===== config.mk =====
export PLATFORM = sky130hd
export DESIGN_NAME = command_driven_motor_led_pwm
export DESIGN_NICKNAME = d
export VERILOG_FILES = /design/src/design/cdml_pkg.sv /design/src/design/command_driven_motor_led_pwm.sv
export SDC_FILE = /design/constraint.sdc
export NUM_CORES = 1
export LEC_CHECK = 0
export ABC_AREA = 1
export BUFFER_PORTS_ARGS = -buffer_cell sky130_fd_sc_hd__buf_2
export CAP_MARGIN = 20
export CORE_MARGIN = 1.5
export CORE_UTILIZATION = 60
export CTS_BUF_LIST = sky130_fd_sc_hd__clkbuf_8
export DETAILED_ROUTE_END_ITERATION = 10
export HOLD_SLACK_MARGIN = 0.08
export MAX_ROUTING_LAYER = met4
export PLACE_DENSITY_LB_ADDON = 0.15
export SLEW_MARGIN = 15
export SYNTH_ARGS = -nofsm -noshare
export SYNTH_HDL_FRONTEND = slang
export SYNTH_SLANG_ARGS = --single-unit

===== constraint.sdc =====
create_clock -name aclk -period 5.2 [get_ports aclk]
set_clock_uncertainty 0.05 [all_clocks]
set_input_delay 1.04 -clock aclk [delete_from_list [all_inputs] [get_ports aclk]]
set_output_delay 1.04 -clock aclk [all_outputs]
set_load 0.01 [all_outputs]

===== src/design/cdml_pkg.sv =====
// ----------------------------------------------------------------------------
// cdml_pkg
// Shared constants, register map and decode helpers for the command driven
// motor and LED PWM generator.
// ----------------------------------------------------------------------------
package cdml_pkg;

    // Number of LED channels that can light; the pin vector is always 3 wide
    localparam int LED_CHANNELS = 3;
    localparam int LED_PINS     = 3;

    // Channels at or above LED_CHANNELS never light
    localparam logic [LED_PINS-1:0] LED_CH_MASK =
        LED_PINS'((1 << LED_CHANNELS) - 1);

    // Field widths
    localparam int CNT_W   = 8;
    localparam int DUTY_W  = 4;
    localparam int NIB_W   = 4;
    localparam int CFG_IDX_W = 3;

    // Configuration register map
    typedef enum logic [CFG_IDX_W-1:0] {
        REG_MOTOR_PERIOD = 3'd0,
        REG_LED_PERIOD   = 3'd1,
        REG_LED1_END     = 3'd2,
        REG_LED2_START   = 3'd3,
        REG_LED2_END     = 3'd4,
        REG_LED3_START   = 3'd5,
        REG_LED3_END     = 3'd6
    } cfg_reg_t;

    // Register reset values
    localparam logic [CNT_W-1:0] RST_MOTOR_PERIOD = 8'd10;
    localparam logic [CNT_W-1:0] RST_LED_PERIOD   = 8'd12;
    localparam logic [CNT_W-1:0] RST_LED1_END     = 8'd4;
    localparam logic [CNT_W-1:0] RST_LED2_START   = 8'd4;
    localparam logic [CNT_W-1:0] RST_LED2_END     = 8'd8;
    localparam logic [CNT_W-1:0] RST_LED3_START   = 8'd8;
    localparam logic [CNT_W-1:0] RST_LED3_END     = 8'd12;

    // Command decode
    localparam logic [NIB_W-1:0]    MOTOR_OFF       = 4'd0;
    localparam logic [NIB_W-1:0]    MOTOR_LEVEL_MAX = 4'd5;
    localparam logic [DUTY_W-1:0]   DUTY_OFFSET     = 4'd5;
    localparam logic [LED_PINS-1:0] LED_ENABLE_RST  = 3'b111;

    // LED enable patterns
    typedef enum logic [NIB_W-1:0] {
        PAT_LED12  = 4'd0,
        PAT_LED13  = 4'd1,
        PAT_LED3   = 4'd2,
        PAT_LED2   = 4'd3,
        PAT_LED23  = 4'd4
    } led_pat_t;

    // Pattern code to LED enable bits; valid is low for unknown codes
    function automatic logic [LED_PINS:0] led_pattern(input logic [NIB_W-1:0] code);
        logic [LED_PINS:0] res;
        case (code)
            PAT_LED12: res = {1'b1, 3'b011};
            PAT_LED13: res = {1'b1, 3'b101};
            PAT_LED3:  res = {1'b1, 3'b100};
            PAT_LED2:  res = {1'b1, 3'b010};
            PAT_LED23: res = {1'b1, 3'b110};
            default:   res = '0;
        endcase
        return res;
    endfunction

    // Counter advance: wrap to zero when the next value reaches the period
    function automatic logic [CNT_W-1:0] advance(input logic [CNT_W-1:0] count,
                                                 input logic [CNT_W-1:0] period);
        logic [CNT_W:0] nxt;
        nxt = {1'b0, count} + {{CNT_W{1'b0}}, 1'b1};
        return (nxt >= {1'b0, period}) ? '0 : nxt[CNT_W-1:0];
    endfunction

endpackage


===== src/design/command_driven_motor_led_pwm.sv =====
// ----------------------------------------------------------------------------
// command_driven_motor_led_pwm
// One PWM tick per request: optional command decode, motor and LED pin
// levels, counter advance.
// ----------------------------------------------------------------------------
// Takes one tick request per clock and returns one result per request. A
// request is captured in an input register, decoded and evaluated against the
// motor and LED counters in combinational logic, and the pin levels land in
// the result register: throughput is one request per cycle as long as the
// result side keeps taking results. Configuration registers are written
// through the cfg port, which is always ready; index 7 is ignored.
module command_driven_motor_led_pwm (
    input  logic                                aclk,
    input  logic                                aresetn,
    // tick requests
    input  logic                                s_valid,
    output logic                                s_ready,
    input  logic                                s_command_present,
    input  logic [7:0]                          s_command_byte,
    // results
    output logic                                m_valid,
    input  logic                                m_ready,
    output logic                                m_motor_out,
    output logic [cdml_pkg::LED_PINS-1:0]       m_led_drive_n,
    output logic                                m_power_pin,
    // configuration writes
    input  logic                                cfg_valid,
    output logic                                cfg_ready,
    input  logic [cdml_pkg::CFG_IDX_W-1:0]      cfg_index,
    input  logic [cdml_pkg::CNT_W-1:0]          cfg_data
);

    localparam int CW = cdml_pkg::CNT_W;
    localparam int NW = cdml_pkg::NIB_W;
    localparam int LP = cdml_pkg::LED_PINS;

    // Configuration registers
    logic [CW-1:0] motor_period_reg, led_period_reg;
    logic [CW-1:0] led1_end_reg, led2_start_reg, led2_end_reg;
    logic [CW-1:0] led3_start_reg, led3_end_reg;

    // PWM state
    logic [CW-1:0]                motor_count_reg, motor_count_next;
    logic [cdml_pkg::DUTY_W-1:0]  motor_duty_reg, motor_duty_next;
    logic                         motor_enable_reg, motor_enable_next;
    logic                         power_level_reg, power_level_next;
    logic [CW-1:0]                led_count_reg, led_count_next;
    logic [LP-1:0]                led_enable_reg, led_enable_next;

    // Input register
    logic          in_valid_reg;
    logic          in_present_reg;
    logic [7:0]    in_byte_reg;

    // Result register
    logic          out_valid_reg;
    logic          out_motor_reg, out_motor_next;
    logic [LP-1:0] out_led_n_reg, out_led_n_next;
    logic          out_power_reg;

    logic out_free, advance_en, in_accept;

    assign out_free   = !out_valid_reg || m_ready;
    assign advance_en = in_valid_reg && out_free;
    assign s_ready    = !in_valid_reg || out_free;
    assign in_accept  = s_valid && s_ready;
    assign cfg_ready  = 1'b1;

    // Configuration writes
    always_ff @(posedge aclk) begin
        if (!aresetn) begin
            motor_period_reg <= cdml_pkg::RST_MOTOR_PERIOD;
            led_period_reg   <= cdml_pkg::RST_LED_PERIOD;
            led1_end_reg     <= cdml_pkg::RST_LED1_END;
            led2_start_reg   <= cdml_pkg::RST_LED2_START;
            led2_end_reg     <= cdml_pkg::RST_LED2_END;
            led3_start_reg   <= cdml_pkg::RST_LED3_START;
            led3_end_reg     <= cdml_pkg::RST_LED3_END;
        end else if (cfg_valid && cfg_ready) begin
            case (cdml_pkg::cfg_reg_t'(cfg_index))
                cdml_pkg::REG_MOTOR_PERIOD: motor_period_reg <= cfg_data;
                cdml_pkg::REG_LED_PERIOD:   led_period_reg   <= cfg_data;
                cdml_pkg::REG_LED1_END:     led1_end_reg     <= cfg_data;
                cdml_pkg::REG_LED2_START:   led2_start_reg   <= cfg_data;
                cdml_pkg::REG_LED2_END:     led2_end_reg     <= cfg_data;
                cdml_pkg::REG_LED3_START:   led3_start_reg   <= cfg_data;
                cdml_pkg::REG_LED3_END:     led3_end_reg     <= cfg_data;
                default: ;
            endcase
        end
    end

    // Command decode, pin levels and counter advance
    always_comb begin
        logic [NW-1:0]   lo, hi;
        logic [LP:0]     pat;
        logic [CW-1:0]   mcount;
        logic [LP-1:0]   lit;

        lo  = in_byte_reg[NW-1:0];
        hi  = in_byte_reg[7:NW];
        pat = cdml_pkg::led_pattern(hi);

        motor_enable_next = motor_enable_reg;
        motor_duty_next   = motor_duty_reg;
        power_level_next  = power_level_reg;
        led_enable_next   = led_enable_reg;
        mcount            = motor_count_reg;

        if (in_present_reg) begin
            if (lo == cdml_pkg::MOTOR_OFF) begin
                motor_enable_next = 1'b0;
                motor_duty_next   = '0;
                mcount            = '0;
                power_level_next  = 1'b0;
            end else if (lo <= cdml_pkg::MOTOR_LEVEL_MAX) begin
                motor_enable_next = 1'b1;
                motor_duty_next   = lo + cdml_pkg::DUTY_OFFSET;
                mcount            = '0;
                power_level_next  = 1'b1;
            end
            if (pat[LP]) begin
                led_enable_next = pat[LP-1:0];
            end
        end

        out_motor_next   = motor_enable_next &&
                           (mcount < {{(CW-cdml_pkg::DUTY_W){1'b0}}, motor_duty_next});
        motor_count_next = cdml_pkg::advance(mcount, motor_period_reg);

        // LED windows over the shared counter
        lit[0] = led_count_reg < led1_end_reg;
        lit[1] = (led_count_reg >= led2_start_reg) && (led_count_reg < led2_end_reg);
        lit[2] = (led_count_reg >= led3_start_reg) && (led_count_reg < led3_end_reg);
        out_led_n_next = ~(lit & led_enable_next & cdml_pkg::LED_CH_MASK);
        led_count_next = cdml_pkg::advance(led_count_reg, led_period_reg);
    end

    // Control and state
    always_ff @(posedge aclk) begin
        if (!aresetn) begin
            in_valid_reg     <= 1'b0;
            out_valid_reg    <= 1'b0;
            motor_count_reg  <= '0;
            motor_duty_reg   <= '0;
            motor_enable_reg <= 1'b0;
            power_level_reg  <= 1'b0;
            led_count_reg    <= '0;
            led_enable_reg   <= cdml_pkg::LED_ENABLE_RST;
        end else begin
            if (in_accept) begin
                in_valid_reg <= 1'b1;
            end else if (advance_en) begin
                in_valid_reg <= 1'b0;
            end

            if (advance_en) begin
                out_valid_reg    <= 1'b1;
                motor_count_reg  <= motor_count_next;
                motor_duty_reg   <= motor_duty_next;
                motor_enable_reg <= motor_enable_next;
                power_level_reg  <= power_level_next;
                led_count_reg    <= led_count_next;
                led_enable_reg   <= led_enable_next;
            end else if (m_ready) begin
                out_valid_reg <= 1'b0;
            end
        end
    end

    // Payload registers
    always_ff @(posedge aclk) begin
        if (in_accept) begin
            in_present_reg <= s_command_present;
            in_byte_reg    <= s_command_byte;
        end
        if (advance_en) begin
            out_motor_reg <= out_motor_next;
            out_led_n_reg <= out_led_n_next;
            out_power_reg <= power_level_next;
        end
    end

    assign m_valid       = out_valid_reg;
    assign m_motor_out   = out_motor_reg;
    assign m_led_drive_n = out_led_n_reg;
    assign m_power_pin   = out_power_reg;

    // Motor enable and power pin always move together
    assert property (@(posedge aclk) disable iff (!aresetn)
        motor_enable_reg == power_level_reg)
        else $error("motor enable and power level disagree");

    // A disabled motor carries no duty
    assert property (@(posedge aclk) disable iff (!aresetn)
        !motor_enable_reg |-> motor_duty_reg == '0)
        else $error("disabled motor has nonzero duty");

    // A driven motor pin needs the power pin
    assert property (@(posedge aclk) disable iff (!aresetn)
        (m_valid && m_motor_out) |-> m_power_pin)
        else $error("motor driven without power");

    // A request that leaves the input register always yields a result
    assert property (@(posedge aclk) disable iff (!aresetn)
        advance_en |=> out_valid_reg)
        else $error("request dropped between stages");

    // Input side is open whenever the input register is empty
    assert property (@(posedge aclk) disable iff (!aresetn)
        !in_valid_reg |-> s_ready)
        else $error("input stalled while empty");

endmodule

==> metrics <==
status completed; most used cell, CP nor2_1; IO Pins 33; DRT antenna net count 0; Max stage delay on crit path 410 ps; worst path required time 5450 ps; FP Rows 34; core area 8720 um2; syn_area_per_cell 7.78 um2; Reg clk slew, reported paths 100 ps; stages on the worst setup path 23; syn_nets 780; Critical Path End motor_count_reg[6]; share of layout cells above drive strength 1 9.74%; drt pass-1 iters 5; TritonCTS clock tree built; Via density 5.55; die area 9570 um2; delay-heaviest family, CP simple AND/OR/NAND/NOR gates; nets@finish 801; post-CTS setup buffers 0; critical-path maximum fanout 17; number of flops mapped to enable cells by yosys 14; fin crit share 68.0%; Final HPWL DP 8900 um; slew margin rel. 41.5%; Cells after Synth 693; dpl ws 1700 ps; Yosys warnings 0; CTS buffer count 9; Final Hold Fails 0; critical path arrival 3790 ps; f_max 283 MHz; Worst IR Drop VDD 0.152 mV; Die H 97.8 um; Setup TNS 0 ps; post-CTS resize count 0; vias in the first global route 4367; largest net degree at the start of global routing 64; Final min period 3540 ps; HP Class reg -> reg; DRT Wirelength 12100 um; initial antenna violation count 0; Seq/Total Area, Yosys 38.6%; Post-Syn Area 5390 um2; CTS sink cnt 97; GR Util All Layers 26.9%; worst reg-to-reg setup slack 1660 ps; asr flop ratio synth 0%; residual DRC count 0; Starting DRT DRC Count 215; measured slew at the worst slew-check pin 873 ps; Worst-Skew Late Latency 370 ps; Distinct cells, synth 40; Pins Over Slew Limit 0; RSZ-0062 raised after global routing false; Worst Setup SP in_byte_reg[0]; global placer's final weighted congestion 0.823; global-route wire length before repair 20200 um; Worst setup EP type flop; #FFs+latches synth 97; Worst Setup Slack, final 1660 ps; diode count 0; critical path class reg -> reg; CTS root buffer clkbuf_8; Port Buffer Count 31; Max clock buf depth 2; total power divided by cell area 248 nW/um2; grt ovf 0; Setup violations, final 0; Area Growth Syn to Fin 7.12%; CP Buf/Inv Count 4; Initial Utilization 61.8%; DR vias 4589; hold buffer count at cts 0; RR Endpoint motor_count_reg[6]; CP Cell Sequence inv_1 > ha_1 > nor2_1 > nand2_1 > nand2_4 > clkinv_1 > nor2_1 > ha_1 > nand4_2 > nor2_1 > nand2_1 > nand2_1 > inv_1 > ha_1 > nand2_1 > inv_1 > nand2_1 > nor2_1 > nor3_2 > nand3_2 > nor2_1 > nor2_1 > nor2_1; Max-Cap Viols 0; R2R cell count 23; Pleak 2.64 nW; Critical Path Start Type flop; # H-tree levels 3; reg-to-reg critical path startpoint in_byte_reg[0]; Critical Path Slowest Stage Cell edfxtp_1; drt wl/cell 14.7 um; Top FF cell, synth dfxtp_1; Die X 97.8 um
==> metrics by stage <==
step	instance area, um2	total power, W	instances	hold WS [ps]	util (%)
after floorplan	5390	0.000924	693	385	-
after global placement	5590	0.000965	811	395	64.1
after detailed placement	5590	0.000974	811	404	64.1
after CTS	5780	0.00144	827	418	66.2
after global routing	5780	0.00150	827	439	66.2
final	5780	0.00143	827	420	66.2
==> metal layers <==
metal  vias up  global-route usage (%)  part of all wire (%)
li1       2344                       -                     -
met5         -                       -                     0
met1      2146                    33.7                    47
met2        80                    44.8                    48
met3        19                    4.22                   4.3
met4         0                    8.57                   1.5
==> logic make-up after synthesis <==
group | after synthesis | synth area share, %
and+or+nand+nor | 207 | 17.5
adders and majority gates | 62 | 14.4
AOI/OAI and AO/OA | 183 | 18.3
buffers and inverters | 135 | 9.72
xor gates and xnor gates | 8 | 1.44
other | 1 | 0.0695
DFF | 97 | 38.6
==> report_power, final <==
group	leakage, nW	total [W]	switching [W]	internal, W
combinational	1.74	0.000155	0.000103	0.0000518
clock	0.0859	0.000471	0.000288	0.000183
sequential	0.806	0.000804	0.0000137	0.000790
total	2.64	0.00143	0.000405	0.00103
==> layout by cell type, fill, tap and decap left out, drive strengths merged <==
cell        n
inv       114
nand2     103
a21oi      91
dfxtp      83
o21ai      65
nor2       64
ha         62
buf        32
nand4      20
o211ai     15
edfxtp     14
nand3      14
clkbuf      9
xor2        6
nand3b      3
a21boi      3
o2111ai     3
clkinvlp    3
nor3        3
clkinv      3
xnor2       2
a21o        2
o21a        1
o22ai       1
o41ai       1
a31oi       1
conb        1
==> area by class of cell <==
| class | count | area (um2) |
|---|---|---|
| fill | 749 | 2940 |
| inverter | 113 | 424 |
| clock inverter | 7 | 62.6 |
| clock buffer | 9 | 124 |
| multi-input combinational | 461 | 2790 |
| tap | 108 | 135 |
| timing repair buffer | 32 | 163 |
| sequential | 97 | 2080 |
==> worst min path at each step <==
stage	depth (start not counted)	slack, ps	end	start
after floorplan	2	390	led1_end_reg[1]	led1_end_reg[1]
after global placement	2	400	led1_end_reg[6]	led1_end_reg[6]
after detailed placement	2	400	motor_period_reg[2]	motor_period_reg[2]
after CTS	2	420	motor_period_reg[2]	motor_period_reg[2]
after global routing	2	440	led1_end_reg[3]	led1_end_reg[3]
final	2	420	motor_period_reg[2]	motor_period_reg[2]
==> synth_stat cells (5+ instances only) <==
cell	n	share of area, %
nand2_2	6	0.70
buf_2	5	0.46
dfxtp_1	83	31
o21ai_0	65	6.0
inv_1	108	7.5
o211ai_1	15	2.1
a21oi_1	91	8.4
nand4_1	19	2.2
xor2_1	5	0.81
clkbuf_1	14	0.97
ha_1	62	14
nor2_1	59	4.1
nand3_1	12	1.1
edfxtp_1	14	7.8
nand2_1	95	6.6
==> worst register-to-register path, cell delays in order (launching register included) <==
cell	delay, ps
edfxtp_1	410
inv_1	100
ha_1	210
nor2_1	80
nand2_1	90
nand2_4	180
clkinv_1	240
nor2_1	170
ha_1	220
nand4_2	170
nor2_1	180
nand2_1	70
nand2_1	90
inv_1	50
ha_1	280
nand2_1	70
inv_1	50
nand2_1	60
nor2_1	40
nor3_2	290
nand3_2	140
nor2_1	120
nor2_1	50
nor2_1	70
(Power assumes the default switching activity.)
